$ cat src/hdl/absm_pkg.sv
package absm_pkg;

    localparam int unsigned SLOTS = 2;

    typedef enum logic [2:0] {
        REQ_INIT        = 3'd0,
        REQ_SELECT      = 3'd1,
        REQ_STATUS      = 3'd2,
        REQ_MARK_OK     = 3'd3,
        REQ_MARK_ACTIVE = 3'd4,
        REQ_MARK_DEAD   = 3'd5
    } req_t;

    typedef enum logic [0:0] {
        CFG_MAX_PRIORITY = 1'd0,
        CFG_MAX_TRIES    = 1'd1
    } cfg_idx_t;

    typedef struct packed {
        logic [7:0] prio;
        logic [7:0] tries;
        logic       succ;
    } slot_t;

    typedef struct packed {
        logic fallback;
        logic pick;
    } choice_t;

    localparam logic [7:0] DEF_PRIO_A   = 8'd15;
    localparam logic [7:0] DEF_PRIO_B   = 8'd14;
    localparam logic [7:0] DEF_TRIES    = 8'd7;
    localparam logic [7:0] RST_MAX_PRIO = 8'd15;
    localparam logic [7:0] RST_MAX_TRY  = 8'd7;

    function automatic slot_t default_slot(input logic k);
        slot_t s;
        s.prio  = k ? DEF_PRIO_B : DEF_PRIO_A;
        s.tries = DEF_TRIES;
        s.succ  = 1'b0;
        return s;
    endfunction

    function automatic logic bootable(input slot_t s);
        return (s.prio != 8'd0) && (s.succ || (s.tries != 8'd0));
    endfunction

    function automatic slot_t tidy(input slot_t s);
        slot_t r;
        r = s;
        if (r.prio != 8'd0)
        begin
            if ((r.tries == 8'd0 && !r.succ) || (r.tries != 8'd0 && r.succ))
            begin
                r.prio = 8'd0;
            end
        end
        if (r.prio == 8'd0)
        begin
            r.tries = 8'd0;
            r.succ  = 1'b0;
        end
        return r;
    endfunction

    function automatic choice_t choose(input slot_t a, input slot_t b, input logic last);
        choice_t c;
        logic    ba;
        logic    bb;
        ba = bootable(a);
        bb = bootable(b);
        c.fallback = 1'b0;
        if (ba && bb)
        begin
            c.pick = (b.prio > a.prio);
        end
        else if (ba)
        begin
            c.pick = 1'b0;
        end
        else if (bb)
        begin
            c.pick = 1'b1;
        end
        else
        begin
            c.pick     = last;
            c.fallback = 1'b1;
        end
        return c;
    endfunction

endpackage

$ cat src/hdl/ab_boot_slot_manager.sv
// A/B boot slot manager.
// Input channel: in_valid, in_stall (driven here), req_type, target_slot.
// A command is a transfer at a clock edge with in_valid high and in_stall low.
// Output channel: out_valid, out_stall (driven by the receiver) and the result
// fields: chosen slot, fallback flag, both slots' priority, tries, successful
// and bootable flags, and the last booted slot.
// Every command yields exactly one result, valid in the cycle after its transfer.
// The slot state and the result register update together at the transfer, so a
// new command is taken every cycle while the receiver does not stall: throughput is one command per clock.
// While the receiver stalls, the held result stays on the outputs and in_stall
// is raised only while a result is waiting and out_stall is high.
// Configuration: cfg_we, cfg_index, cfg_data write max_priority (index 0) or
// max_tries (index 1) at the clock edge; write only while idle.
// Reset (rst_n low, asynchronous): slots return to A priority 15, B priority
// 14, seven tries each, not successful, last boot A; max_priority 15,
// max_tries 7; no result pending.
module ab_boot_slot_manager
(
    input  logic       clk,
    input  logic       rst_n,

    input  logic       cfg_we,
    input  logic       cfg_index,
    input  logic [7:0] cfg_data,

    input  logic       in_valid,
    output logic       in_stall,
    input  logic [2:0] req_type,
    input  logic       target_slot,

    output logic       out_valid,
    input  logic       out_stall,
    output logic       chosen_slot,
    output logic       fallback_used,
    output logic [7:0] a_priority,
    output logic [7:0] a_tries,
    output logic       a_successful,
    output logic       a_bootable,
    output logic [7:0] b_priority,
    output logic [7:0] b_tries,
    output logic       b_successful,
    output logic       b_bootable,
    output logic       last_boot_slot
);

    absm_pkg::slot_t   slot_reg [absm_pkg::SLOTS];
    absm_pkg::slot_t   slot_next [absm_pkg::SLOTS];
    logic              last_reg;
    logic              last_next;
    logic [7:0]        max_prio_reg;
    logic [7:0]        max_tries_reg;
    logic              out_valid_reg;
    absm_pkg::choice_t choice;
    logic              in_xfer;

    absm_pkg::slot_t   res_a_reg;
    absm_pkg::slot_t   res_b_reg;
    absm_pkg::choice_t res_choice_reg;
    logic              res_a_boot_reg;
    logic              res_b_boot_reg;
    logic              res_last_reg;

    assign in_stall = out_valid_reg && out_stall;
    assign in_xfer  = in_valid && !in_stall;

    always_comb
    begin
        absm_pkg::slot_t tidy_a;
        absm_pkg::slot_t tidy_b;
        logic            t;
        logic            o;
        logic [7:0]      demote;
        tidy_a    = absm_pkg::tidy(slot_reg[0]);
        tidy_b    = absm_pkg::tidy(slot_reg[1]);
        t         = target_slot;
        o         = ~target_slot;
        demote    = (max_prio_reg == 8'd0) ? 8'd0 : max_prio_reg - 8'd1;
        slot_next = slot_reg;
        last_next = last_reg;
        choice    = '0;
        case (absm_pkg::req_t'(req_type))
            absm_pkg::REQ_INIT:
            begin
                slot_next[0] = absm_pkg::default_slot(1'b0);
                slot_next[1] = absm_pkg::default_slot(1'b1);
                last_next    = 1'b0;
                choice       = absm_pkg::choose(slot_next[0], slot_next[1], last_next);
            end
            absm_pkg::REQ_SELECT:
            begin
                slot_next[0] = tidy_a;
                slot_next[1] = tidy_b;
                choice       = absm_pkg::choose(tidy_a, tidy_b, last_reg);
                if (!slot_next[choice.pick].succ && slot_next[choice.pick].tries != 8'd0)
                begin
                    slot_next[choice.pick].tries = slot_next[choice.pick].tries - 8'd1;
                end
                last_next = choice.pick;
            end
            absm_pkg::REQ_MARK_OK:
            begin
                slot_next[t].tries = 8'd0;
                slot_next[t].succ  = 1'b1;
                if (slot_reg[t].prio == 8'd0)
                begin
                    slot_next[t].prio = max_prio_reg;
                end
                choice = absm_pkg::choose(slot_next[0], slot_next[1], last_reg);
            end
            absm_pkg::REQ_MARK_ACTIVE:
            begin
                slot_next[t].prio  = max_prio_reg;
                slot_next[t].tries = max_tries_reg;
                slot_next[t].succ  = 1'b0;
                if (slot_reg[o].prio >= max_prio_reg)
                begin
                    slot_next[o].prio = demote;
                end
                choice = absm_pkg::choose(slot_next[0], slot_next[1], last_reg);
            end
            absm_pkg::REQ_MARK_DEAD:
            begin
                slot_next[t] = '0;
                choice       = absm_pkg::choose(slot_next[0], slot_next[1], last_reg);
            end
            default:
            begin
                choice = absm_pkg::choose(slot_reg[0], slot_reg[1], last_reg);
            end
        endcase
    end

    always_ff @(posedge clk or negedge rst_n)
    begin
        if (!rst_n)
        begin
            slot_reg[0]   <= absm_pkg::default_slot(1'b0);
            slot_reg[1]   <= absm_pkg::default_slot(1'b1);
            last_reg      <= 1'b0;
            max_prio_reg  <= absm_pkg::RST_MAX_PRIO;
            max_tries_reg <= absm_pkg::RST_MAX_TRY;
            out_valid_reg <= 1'b0;
        end
        else
        begin
            if (cfg_we)
            begin
                case (absm_pkg::cfg_idx_t'(cfg_index))
                    absm_pkg::CFG_MAX_PRIORITY: max_prio_reg  <= cfg_data;
                    absm_pkg::CFG_MAX_TRIES:    max_tries_reg <= cfg_data;
                    default:                    max_tries_reg <= max_tries_reg;
                endcase
            end
            if (in_xfer)
            begin
                slot_reg      <= slot_next;
                last_reg      <= last_next;
                out_valid_reg <= 1'b1;
            end
            else if (!out_stall)
            begin
                out_valid_reg <= 1'b0;
            end
        end
    end

    always_ff @(posedge clk)
    begin
        if (in_xfer)
        begin
            res_a_reg      <= slot_next[0];
            res_b_reg      <= slot_next[1];
            res_choice_reg <= choice;
            res_a_boot_reg <= absm_pkg::bootable(slot_next[0]);
            res_b_boot_reg <= absm_pkg::bootable(slot_next[1]);
            res_last_reg   <= last_next;
        end
    end

    assign out_valid      = out_valid_reg;
    assign chosen_slot    = res_choice_reg.pick;
    assign fallback_used  = res_choice_reg.fallback;
    assign a_priority     = res_a_reg.prio;
    assign a_tries        = res_a_reg.tries;
    assign a_successful   = res_a_reg.succ;
    assign a_bootable     = res_a_boot_reg;
    assign b_priority     = res_b_reg.prio;
    assign b_tries        = res_b_reg.tries;
    assign b_successful   = res_b_reg.succ;
    assign b_bootable     = res_b_boot_reg;
    assign last_boot_slot = res_last_reg;

endmodule

$ cat config.mk
export PLATFORM = sky130hd
export DESIGN_NAME = ab_boot_slot_manager
export DESIGN_NICKNAME = d
export VERILOG_FILES = /design/src/hdl/absm_pkg.sv /design/src/hdl/ab_boot_slot_manager.sv
export SDC_FILE = /design/constraint.sdc
export NUM_CORES = 1
export LEC_CHECK = 0
export BUFFER_PORTS_ARGS = -buffer_cell sky130_fd_sc_hd__buf_2
export CORE_ASPECT_RATIO = 0.9
export CORE_MARGIN = 3
export CORE_UTILIZATION = 40
export CTS_CLUSTER_DIAMETER = 50
export DETAILED_ROUTE_END_ITERATION = 6
export GPL_TIMING_DRIVEN = 0
export PLACE_DENSITY = 0.68
export SKIP_CTS_REPAIR_TIMING = 1
export SLEW_MARGIN = 20
export SYNTH_ARGS = -nofsm -noshare
export SYNTH_HDL_FRONTEND = slang
export SYNTH_SLANG_ARGS = --single-unit
$ cat constraint.sdc
create_clock -name clk -period 11.6 [get_ports clk]
set_clock_uncertainty 0.15 [all_clocks]
set_input_delay 0.58 -clock clk [delete_from_list [all_inputs] [get_ports clk]]
set_output_delay 0.58 -clock clk [all_outputs]
set_load 0.02 [all_outputs]
==> results.tsv, run 1 <==
stage	metric	value	unit
status	status	finished clean	
sta	finalSetupViolations	0	
critical_path	ff2ff_path_depth	25	
sta	timing.setup.tns	0	ps
detailed_routing	avgViaCountPerCell	6.23	
final_layout	postLayoutCoreUtil	46.6	%
detailed_routing	detailroute.wirelength.met3	2700	µm
sta	hold_viol_final	0	
sta	period_needed	7110	ps
detailed_routing	dr.max_layer_used	met4	
grt	grt_remaining_overflow	0	
detailed_routing	wl_per_cell	21.2	µm
detailed_routing	dr.first_iter.drc_count	1009	
critical_path	worst_r2r_endpoint	b_bootable	
final_layout	seqCellArea	2500	µm²
critical_path	cp_top_family	compound AO/OA/AOI/OAI gates	
final_layout	fillers	1682	
final_layout	antenna-diode-count	0	
die	chipWidth	146	µm
final_layout	area_growth_syn_to_layout	12.7	%
pwr	total_leakage_power	3.25	nW
placed_design	portBuffers	55	
critical_path	worstSetupEndpointType	flip-flop	
clocking	clk_pin_slew_worst_paths	60	ps
grt	first_pass_grt_wire_length	38100	µm
critical_path	critPathSlowestCell	sky130_fd_sc_hd__a222oi_1	
critical_path	worstPathCellList	buf_2 -> clkbuf_1 -> clkbuf_1 -> buf_1 -> buf_1 -> mux2_2 -> ha_1 -> a21o_1 -> a2111oi_0 -> o21a_1 -> buf_2 -> buf_2 -> o31ai_1 -> a222oi_1 -> ha_1 -> o21a_1 -> o21ai_0 -> nand2b_1 -> a21oi_1 -> nor2_1 -> a211oi_1 -> a21oi_1 -> o211ai_1 -> nand3_1	
die	design.portCount	59	
detailed_routing	drt_first_pass_iters	6	
critical_path	critical_path_required	11530	ps
yosys	postSynth.asyncResetShare	57.1	%
detailed_routing	residual_drc_count	0	
clocking	clk-insertion-delay-late	360	ps
critical_path	critPathArrivalTime	7040	ps
yosys	synth.avg_cell_area	8.45	µm²
sta	fmax	141	MHz
detailed_routing	met2_wirelength	10000	µm
critical_path	max_stage_delay	680	ps
die	die_h	132	µm
sta	timing_worst_slew_pin_value	851	ps
critical_path	path_common_cell	sky130_fd_sc_hd__buf_2	
clocking	clock_tree.htree_level_count	3	
grt	grt_antenna_before_repair	0	
yosys	synth-edff-count	39	
detailed_routing	drt-total-wl	24300	µm
yosys	synth.distinct_cells	79	
final_layout	most_common_library_cell_in_the_layout_ignoring_fill_and_taps	sky130_fd_sc_hd__a21oi_1	
grt	grt_usage	24.9	%
grt	grt_pass1_vias	6460	
pwr	ir_worst_vdd	0.0948	mV
critical_path	r2r-start	slot_reg[20]	
final_layout	most_frequent_cells_in_the_layout	sky130_fd_sc_hd__a21oi_1 (91), sky130_fd_sc_hd__nand2_1 (84), sky130_fd_sc_hd__nor2_1 (69)	
clocking	sinks_on_the_clock_net	91	
die	die_area	19300	µm²
pwr	power	1.74	mW
placed_design	place.gp.congestion	1.02	
grt	grt_max_degree	53	
placed_design	dpl.hpwl	18800	µm
sta	slew_headroom	43.1	%
yosys	synth_top_flop_cell	sky130_fd_sc_hd__edfxtp_1	
min_path	hp-class	in -> async	
critical_path	timing.critical_path.buf_inv	7	
clocking	ctsRootBufferMaster	sky130_fd_sc_hd__clkbuf_16	
detailed_routing	met1_length	11300	µm
critical_path	timing.critical_path.fanout_max	10	
pwr	power-per-cell-area	218	nW/µm²
clocking	clock_tree_from_tritoncts	done	
final_layout	fin_nets	969	
detailed_routing	dr_total_vias	7139	
sta	final-max-slew-violation-count	0	
yosys	synth_warnings	0	
final_layout	layout-drive-gt1-share	15.6	%
final_layout	largest_reg_flops	34	
sta	period_share	61.3	%
sta	grt_setup_unrepaired	false	
yosys	cell_count_after_synthesis	838	
detailed_routing	route.antenna.remaining_nets	0	
critical_path	classification_of_the_worst_setup_path	in -> reg	
die	placeableCoreArea	17100	µm²
final_layout	multi_input_comb_area	4200	µm²
clocking	cts-buffers-inserted	9	
clocking	ctsLongestPathBuffers	2	
die	initial_core_util	41.4	%
yosys	seq_area_frac_synth	35.3	%
yosys	ys_seq_elements	91	
critical_path	r2r_slack	4740	ps
job	drv_cap	0	
yosys	synthesis.nets	902	
yosys	syn-cell-area	7080	µm²
critical_path	worstSetupStartpointType	input pin	
die	floorplan.rows	45	
==> cell usage after synthesis, types with 8 or more instances <==
master / number / area share [%]
sky130_fd_sc_hd__nand4_1: 9 / 0.80
sky130_fd_sc_hd__and3_1: 8 / 0.71
sky130_fd_sc_hd__o31ai_1: 13 / 1.4
sky130_fd_sc_hd__a21oi_1: 91 / 6.4
sky130_fd_sc_hd__nand3_1: 15 / 1.1
sky130_fd_sc_hd__nor3_1: 21 / 1.5
sky130_fd_sc_hd__a211oi_1: 8 / 0.85
sky130_fd_sc_hd__nand2b_1: 8 / 0.71
sky130_fd_sc_hd__nor4_1: 16 / 1.4
sky130_fd_sc_hd__o21ai_0: 59 / 4.2
sky130_fd_sc_hd__and2_1: 14 / 1.2
sky130_fd_sc_hd__inv_1: 43 / 2.3
sky130_fd_sc_hd__a31oi_1: 13 / 1.1
sky130_fd_sc_hd__clkbuf_1: 42 / 2.2
sky130_fd_sc_hd__edfxtp_1: 39 / 17
sky130_fd_sc_hd__nor2_1: 69 / 3.7
sky130_fd_sc_hd__mux2_2: 28 / 4.5
sky130_fd_sc_hd__dfstp_2: 20 / 7.4
sky130_fd_sc_hd__o22ai_1: 11 / 0.97
sky130_fd_sc_hd__nand2_1: 84 / 4.5
sky130_fd_sc_hd__a21o_1: 16 / 1.7
sky130_fd_sc_hd__a22oi_1: 12 / 1.3
sky130_fd_sc_hd__dfrtp_1: 32 / 11
sky130_fd_sc_hd__ha_1: 46 / 8.1
==> cell families after synthesis <==
kind of cell | share of synthesized area [%]
flip-flops | 35.3
AND/OR/NAND/NOR | 18.9
AO/OA/AOI/OAI | 26.3
adder cells (fa/ha/maj) | 8.13
XOR/XNOR | 0.619
multiplexers | 5.30
buffers and inverters | 5.48
==> through the flow <==
stage	hold WS (ps)	cells	setup slack [ps]	instance area, µm²
finish	108	1145	4490	7980
global route	161	1145	4100	7980
CTS	136	1145	4710	7970
detailed placement	359	1129	4360	7670
global placement	344	1128	4290	7650
floorplan	134	838	6060	7080
==> power breakdown <==
part	switching, mW	internal, mW	total (mW)	leakage [nW]
clock	0.132	0.168	0.300	0.141
combinational	0.576	0.344	0.919	2.13
sequential	0.0863	0.430	0.516	0.978
total	0.794	0.941	1.74	3.25
==> worst max-delay path by stage <==
stage	depth (start not counted)	end	start	slack [ps]
global route	24	chosen_slot	target_slot	4100
global placement	19	b_bootable	target_slot	4290
CTS	24	chosen_slot	target_slot	4710
detailed placement	24	chosen_slot	target_slot	4360
finish	24	chosen_slot	target_slot	4490
floorplan	23	chosen_slot	target_slot	6060
==> cell type report <==
class / count / share of cell area, %
clock inverters: 7 / 0.925
repair buffers: 56 / 3.73
plain buffers: 54 / 2.81
multi-input cells: 649 / 52.6
well taps: 235 / 3.69
clock buffers: 9 / 2.82
flip-flops and latches: 91 / 31.3
inverters: 44 / 2.07
==> worst reg2reg max path, delay by kind of cell, from the launching register on <==
kind / cells / cell delay (ps)
simple gates: 11 / 2850
compound gates: 6 / 1210
buf+inv: 4 / 950
fa+ha+maj: 3 / 800
flops: 1 / 360
mux: 1 / 260
==> per-layer routing <==
layer | vias to the layer above | global-route usage [%]
met4 | 0 | 5.69
met3 | 39 | 6.26
met5 | - | 0
li1 | 3267 | -
met1 | 3405 | 38.2
met2 | 428 | 35.1
(Power assumes the default switching activity.)
==> inputs of run 2 (changes only) <==
--- a/config.mk
+++ b/config.mk
@@ -5,6 +5,7 @@
 export SDC_FILE = /design/constraint.sdc
 export NUM_CORES = 1
 export LEC_CHECK = 0
+export ABC_AREA = 1
 export BUFFER_PORTS_ARGS = -buffer_cell sky130_fd_sc_hd__buf_2
 export CORE_ASPECT_RATIO = 0.9
 export CORE_MARGIN = 3
==> constraint.sdc (replaced) <==
create_clock -name clk -period 7.35 [get_ports clk]
set_clock_uncertainty 0.15 [all_clocks]
set_input_delay 0.3675 -clock clk [delete_from_list [all_inputs] [get_ports clk]]
set_output_delay 0.3675 -clock clk [all_outputs]
set_load 0.02 [all_outputs]
==> results.tsv, run 2 <==
stage	metric	value	unit
sta	grt_setup_unrepaired	false	
final_layout	largest_reg_flops	34	
placed_design	dpl.hpwl	23200	µm
clocking	cts-buffers-inserted	9	
final_layout	layout-drive-gt1-share	11.5	%
clocking	clk_pin_slew_worst_paths	70	ps
min_path	hp-class	in -> reg	
final_layout	seqCellArea	2500	µm²
critical_path	cp_top_family	buffers and inverters	
critical_path	critical_path_required	7290	ps
clocking	clk-insertion-delay-late	360	ps
yosys	synth-edff-count	39	
final_layout	multi_input_comb_area	4510	µm²
status	status	finished clean	
pwr	ir_worst_vdd	0.131	mV
die	floorplan.rows	48	
detailed_routing	dr.first_iter.drc_count	1073	
yosys	synth_top_cell_by_area	sky130_fd_sc_hd__edfxtp_1	
sta	slew_headroom	26.1	%
final_layout	most_common_library_cell_in_the_layout_ignoring_fill_and_taps	sky130_fd_sc_hd__nand2_1	
detailed_routing	dr_total_vias	8529	
sta	final-max-slew-violation-count	0	
pwr	power-per-cell-area	327	nW/µm²
pwr	seqPwrFrac	25.1	%
final_layout	fin_nets	1306	
sta	finalHoldWorstSlack	77.0	ps
sta	timing_worst_slew_pin_value	1100	ps
sta	hold_viol_final	0	
pwr	power_switching	1.49	mW
detailed_routing	residual_drc_count	0	
detailed_routing	route.antenna.remaining_nets	0	
placed_design	place.gp.congestion	1.02	
grt	grt_pass1_vias	7770	
yosys	synth.distinct_cells	50	
die	design.portCount	59	
pwr	total_leakage_power	4.28	nW
final_layout	area_growth_syn_to_layout	11.9	%
pwr	switching_share	51.5	%
critical_path	critPathSlowestCell	sky130_fd_sc_hd__a221oi_1	
sta	fmax	185	MHz
critical_path	worstSetupStartpointType	input pin	
pwr	p_comb_share	58.3	%
placed_design	portBuffers	56	
critical_path	worstPathCellList	clkbuf_1 -> buf_2 -> buf_1 -> buf_1 -> o21ai_0 -> ha_1 -> nand2_1 -> nor2_1 -> nand4_1 -> o2111ai_1 -> clkbuf_1 -> nor2_1 -> a221oi_1 -> ha_1 -> nand2_1 -> o21a_1 -> o221ai_1 -> o21ai_0 -> nand3_1 -> nand3_1 -> nand3_1	
detailed_routing	drt-total-wl	28900	µm
placed_design	postPlaceCellArea	8530	µm²
yosys	synth_most_common_cell	sky130_fd_sc_hd__nand2_1	
sta	period_needed	5400	ps
sta	finalSetupViolations	0	
yosys	synth_warnings	0	
yosys	synthTopCellsByArea	sky130_fd_sc_hd__edfxtp_1 (15%), sky130_fd_sc_hd__nand2_1 (15%), sky130_fd_sc_hd__dfrtp_1 (10%)	
clocking	clock_tree_from_tritoncts	done	
sta	period_share	73.5	%
yosys	netlist.area_leader.share	14.8	%
clocking	clock_tree.htree_level_count	3	
detailed_routing	drt_first_pass_iters	5	
final_layout	final_design_area_no_fill	8850	µm²
critical_path	timing.critical_path.buf_inv	5	
job	drv_cap	0	
grt	grt_max_degree	53	
yosys	synth.avg_cell_area	6.74	µm²
yosys	synthesis.nets	1237	
clocking	ctsRootBufferMaster	sky130_fd_sc_hd__clkbuf_16	
pwr	internal_power	1.40	mW
die	initial_core_util	41.0	%
critical_path	critPathArrivalTime	5350	ps
die	placeableCoreArea	19300	µm²
yosys	seq_area_frac_synth	31.6	%
final_layout	fillers	2034	
yosys	netlist_top_cells_count	sky130_fd_sc_hd__nand2_1 (307), sky130_fd_sc_hd__inv_1 (174), sky130_fd_sc_hd__o21ai_0 (133)	
sta	timing.setup.tns	0	ps
grt	grt_remaining_overflow	0	
detailed_routing	avgViaCountPerCell	5.69	
critical_path	classification_of_the_worst_setup_path	in -> reg	
clocking	sinks_on_the_clock_net	91	
clocking	ctsLongestPathBuffers	2	
grt	grt_usage	26.2	%
die	die_area	21500	µm²
die	chipWidth	154	µm
yosys	cell_count_after_synthesis	1173	
grt	grt_antenna_before_repair	1	
grt	first_pass_grt_wire_length	44300	µm
critical_path	timing.critical_path.fanout_max	10	
critical_path	path_common_cell	sky130_fd_sc_hd__nand3_1	
critical_path	worstSetupEndpointType	flip-flop	
yosys	ys_seq_elements	91	
critical_path	max_stage_delay	580	ps
pwr	pwr-share-clk	16.6	%
yosys	syn-cell-area	7900	µm²
final_layout	most_frequent_cells_in_the_layout	sky130_fd_sc_hd__nand2_1 (307), sky130_fd_sc_hd__inv_1 (174), sky130_fd_sc_hd__o21ai_0 (133)	
yosys	synth_top_flop_cell	sky130_fd_sc_hd__edfxtp_1	
die	die_h	139	µm
detailed_routing	wl_per_cell	19.3	µm
yosys	postSynth.asyncResetShare	57.1	%
-- run 2: layer usage --
metal / vias up / track usage, % / wire (µm)
li1: 4055 / - / -
met1: 4015 / 40.1 / 13300
met2: 430 / 37.5 / 11900
met3: 29 / 6.09 / 3130
met4: 0 / 5.99 / 492
met5: - / 0 / 0
-- run 2: final timing paths --
check,start,endpoint,slack (ps),depth (start not counted)
worst min-delay path,out_stall,out_valid,80,3
max in group asynchronous,rst_n,slot_reg[17],6140,2
worst max register to register,slot_reg[3],a_bootable,2380,27
min in group asynchronous,rst_n,max_tries_reg[3],430,2
worst min register to register,slot_reg[4],slot_reg[4],350,2
worst max-delay path,target_slot,chosen_slot,1950,21
-- run 2: worst register-to-register path, cell delays in order (launching register included) --
cell,delay [ps]
sky130_fd_sc_hd__dfstp_2,540
sky130_fd_sc_hd__inv_1,110
sky130_fd_sc_hd__nand3_1,150
sky130_fd_sc_hd__nor2_1,60
sky130_fd_sc_hd__ha_1,280
sky130_fd_sc_hd__buf_2,210
sky130_fd_sc_hd__nand2_1,120
sky130_fd_sc_hd__inv_1,60
sky130_fd_sc_hd__ha_1,300
sky130_fd_sc_hd__nand2_1,80
sky130_fd_sc_hd__nor2_1,180
sky130_fd_sc_hd__nand4_1,200
sky130_fd_sc_hd__nand3_2,160
sky130_fd_sc_hd__nand2_4,90
sky130_fd_sc_hd__nand2_4,110
sky130_fd_sc_hd__buf_6,140
sky130_fd_sc_hd__nand2_1,60
sky130_fd_sc_hd__nand2_1,130
sky130_fd_sc_hd__ha_1,250
sky130_fd_sc_hd__nand2_1,110
sky130_fd_sc_hd__nor2_1,270
sky130_fd_sc_hd__nand4_1,140
sky130_fd_sc_hd__nand3_1,120
sky130_fd_sc_hd__nand2_1,60
sky130_fd_sc_hd__o21ai_1,190
sky130_fd_sc_hd__nand2_1,90
sky130_fd_sc_hd__nor2_1,300
sky130_fd_sc_hd__a21oi_2,80
-- run 2: stage by stage --
stage	worst slack (ps)	util [%]	instances	power [mW]
after floorplan	3260	-	1173	1.92
after global placement	1650	44.1	1479	2.35
after detailed placement	1690	44.2	1480	2.37
after CTS	2050	45.8	1496	2.85
after global routing	1610	45.9	1498	3.12
final	1950	45.9	1498	2.89
-- run 2: kinds of logic (layout without fill, tap and decap cells) --
group / Yosys count / in the layout / synth area share (%)
DFF: 91 / 91 / 31.6
and+or+nand+nor: 540 / 540 / 29.5
other: 0 / 1 / 0
buffers and inverters: 231 / 305 / 11.5
AOI/OAI and AO/OA: 265 / 265 / 20.1
adders and majority gates: 46 / 46 / 7.28
-- run 2: layout make-up --
class	count	share of cell area [%]
Antenna cell	1	0.0283
Buffer	44	2.31
Clock buffer	9	2.55
Clock inverter	7	0.919
Inverter	187	7.95
Multi-Input combinational cell	851	50.9
Sequential cell	91	28.2
Tap cell	250	3.54
Timing Repair Buffer	58	3.54
-- run 2: power groups by stage --
| stage | logic [mW] | clock network [mW] | registers [mW] |
|---|---|---|---|
| after detailed placement | 1.64 | 0 | 0.729 |
| after global placement | 1.62 | 0 | 0.729 |
| after CTS | 1.64 | 0.485 | 0.722 |
| after floorplan | 1.19 | 0 | 0.727 |
| after global routing | 1.87 | 0.507 | 0.735 |
| final | 1.69 | 0.480 | 0.727 |
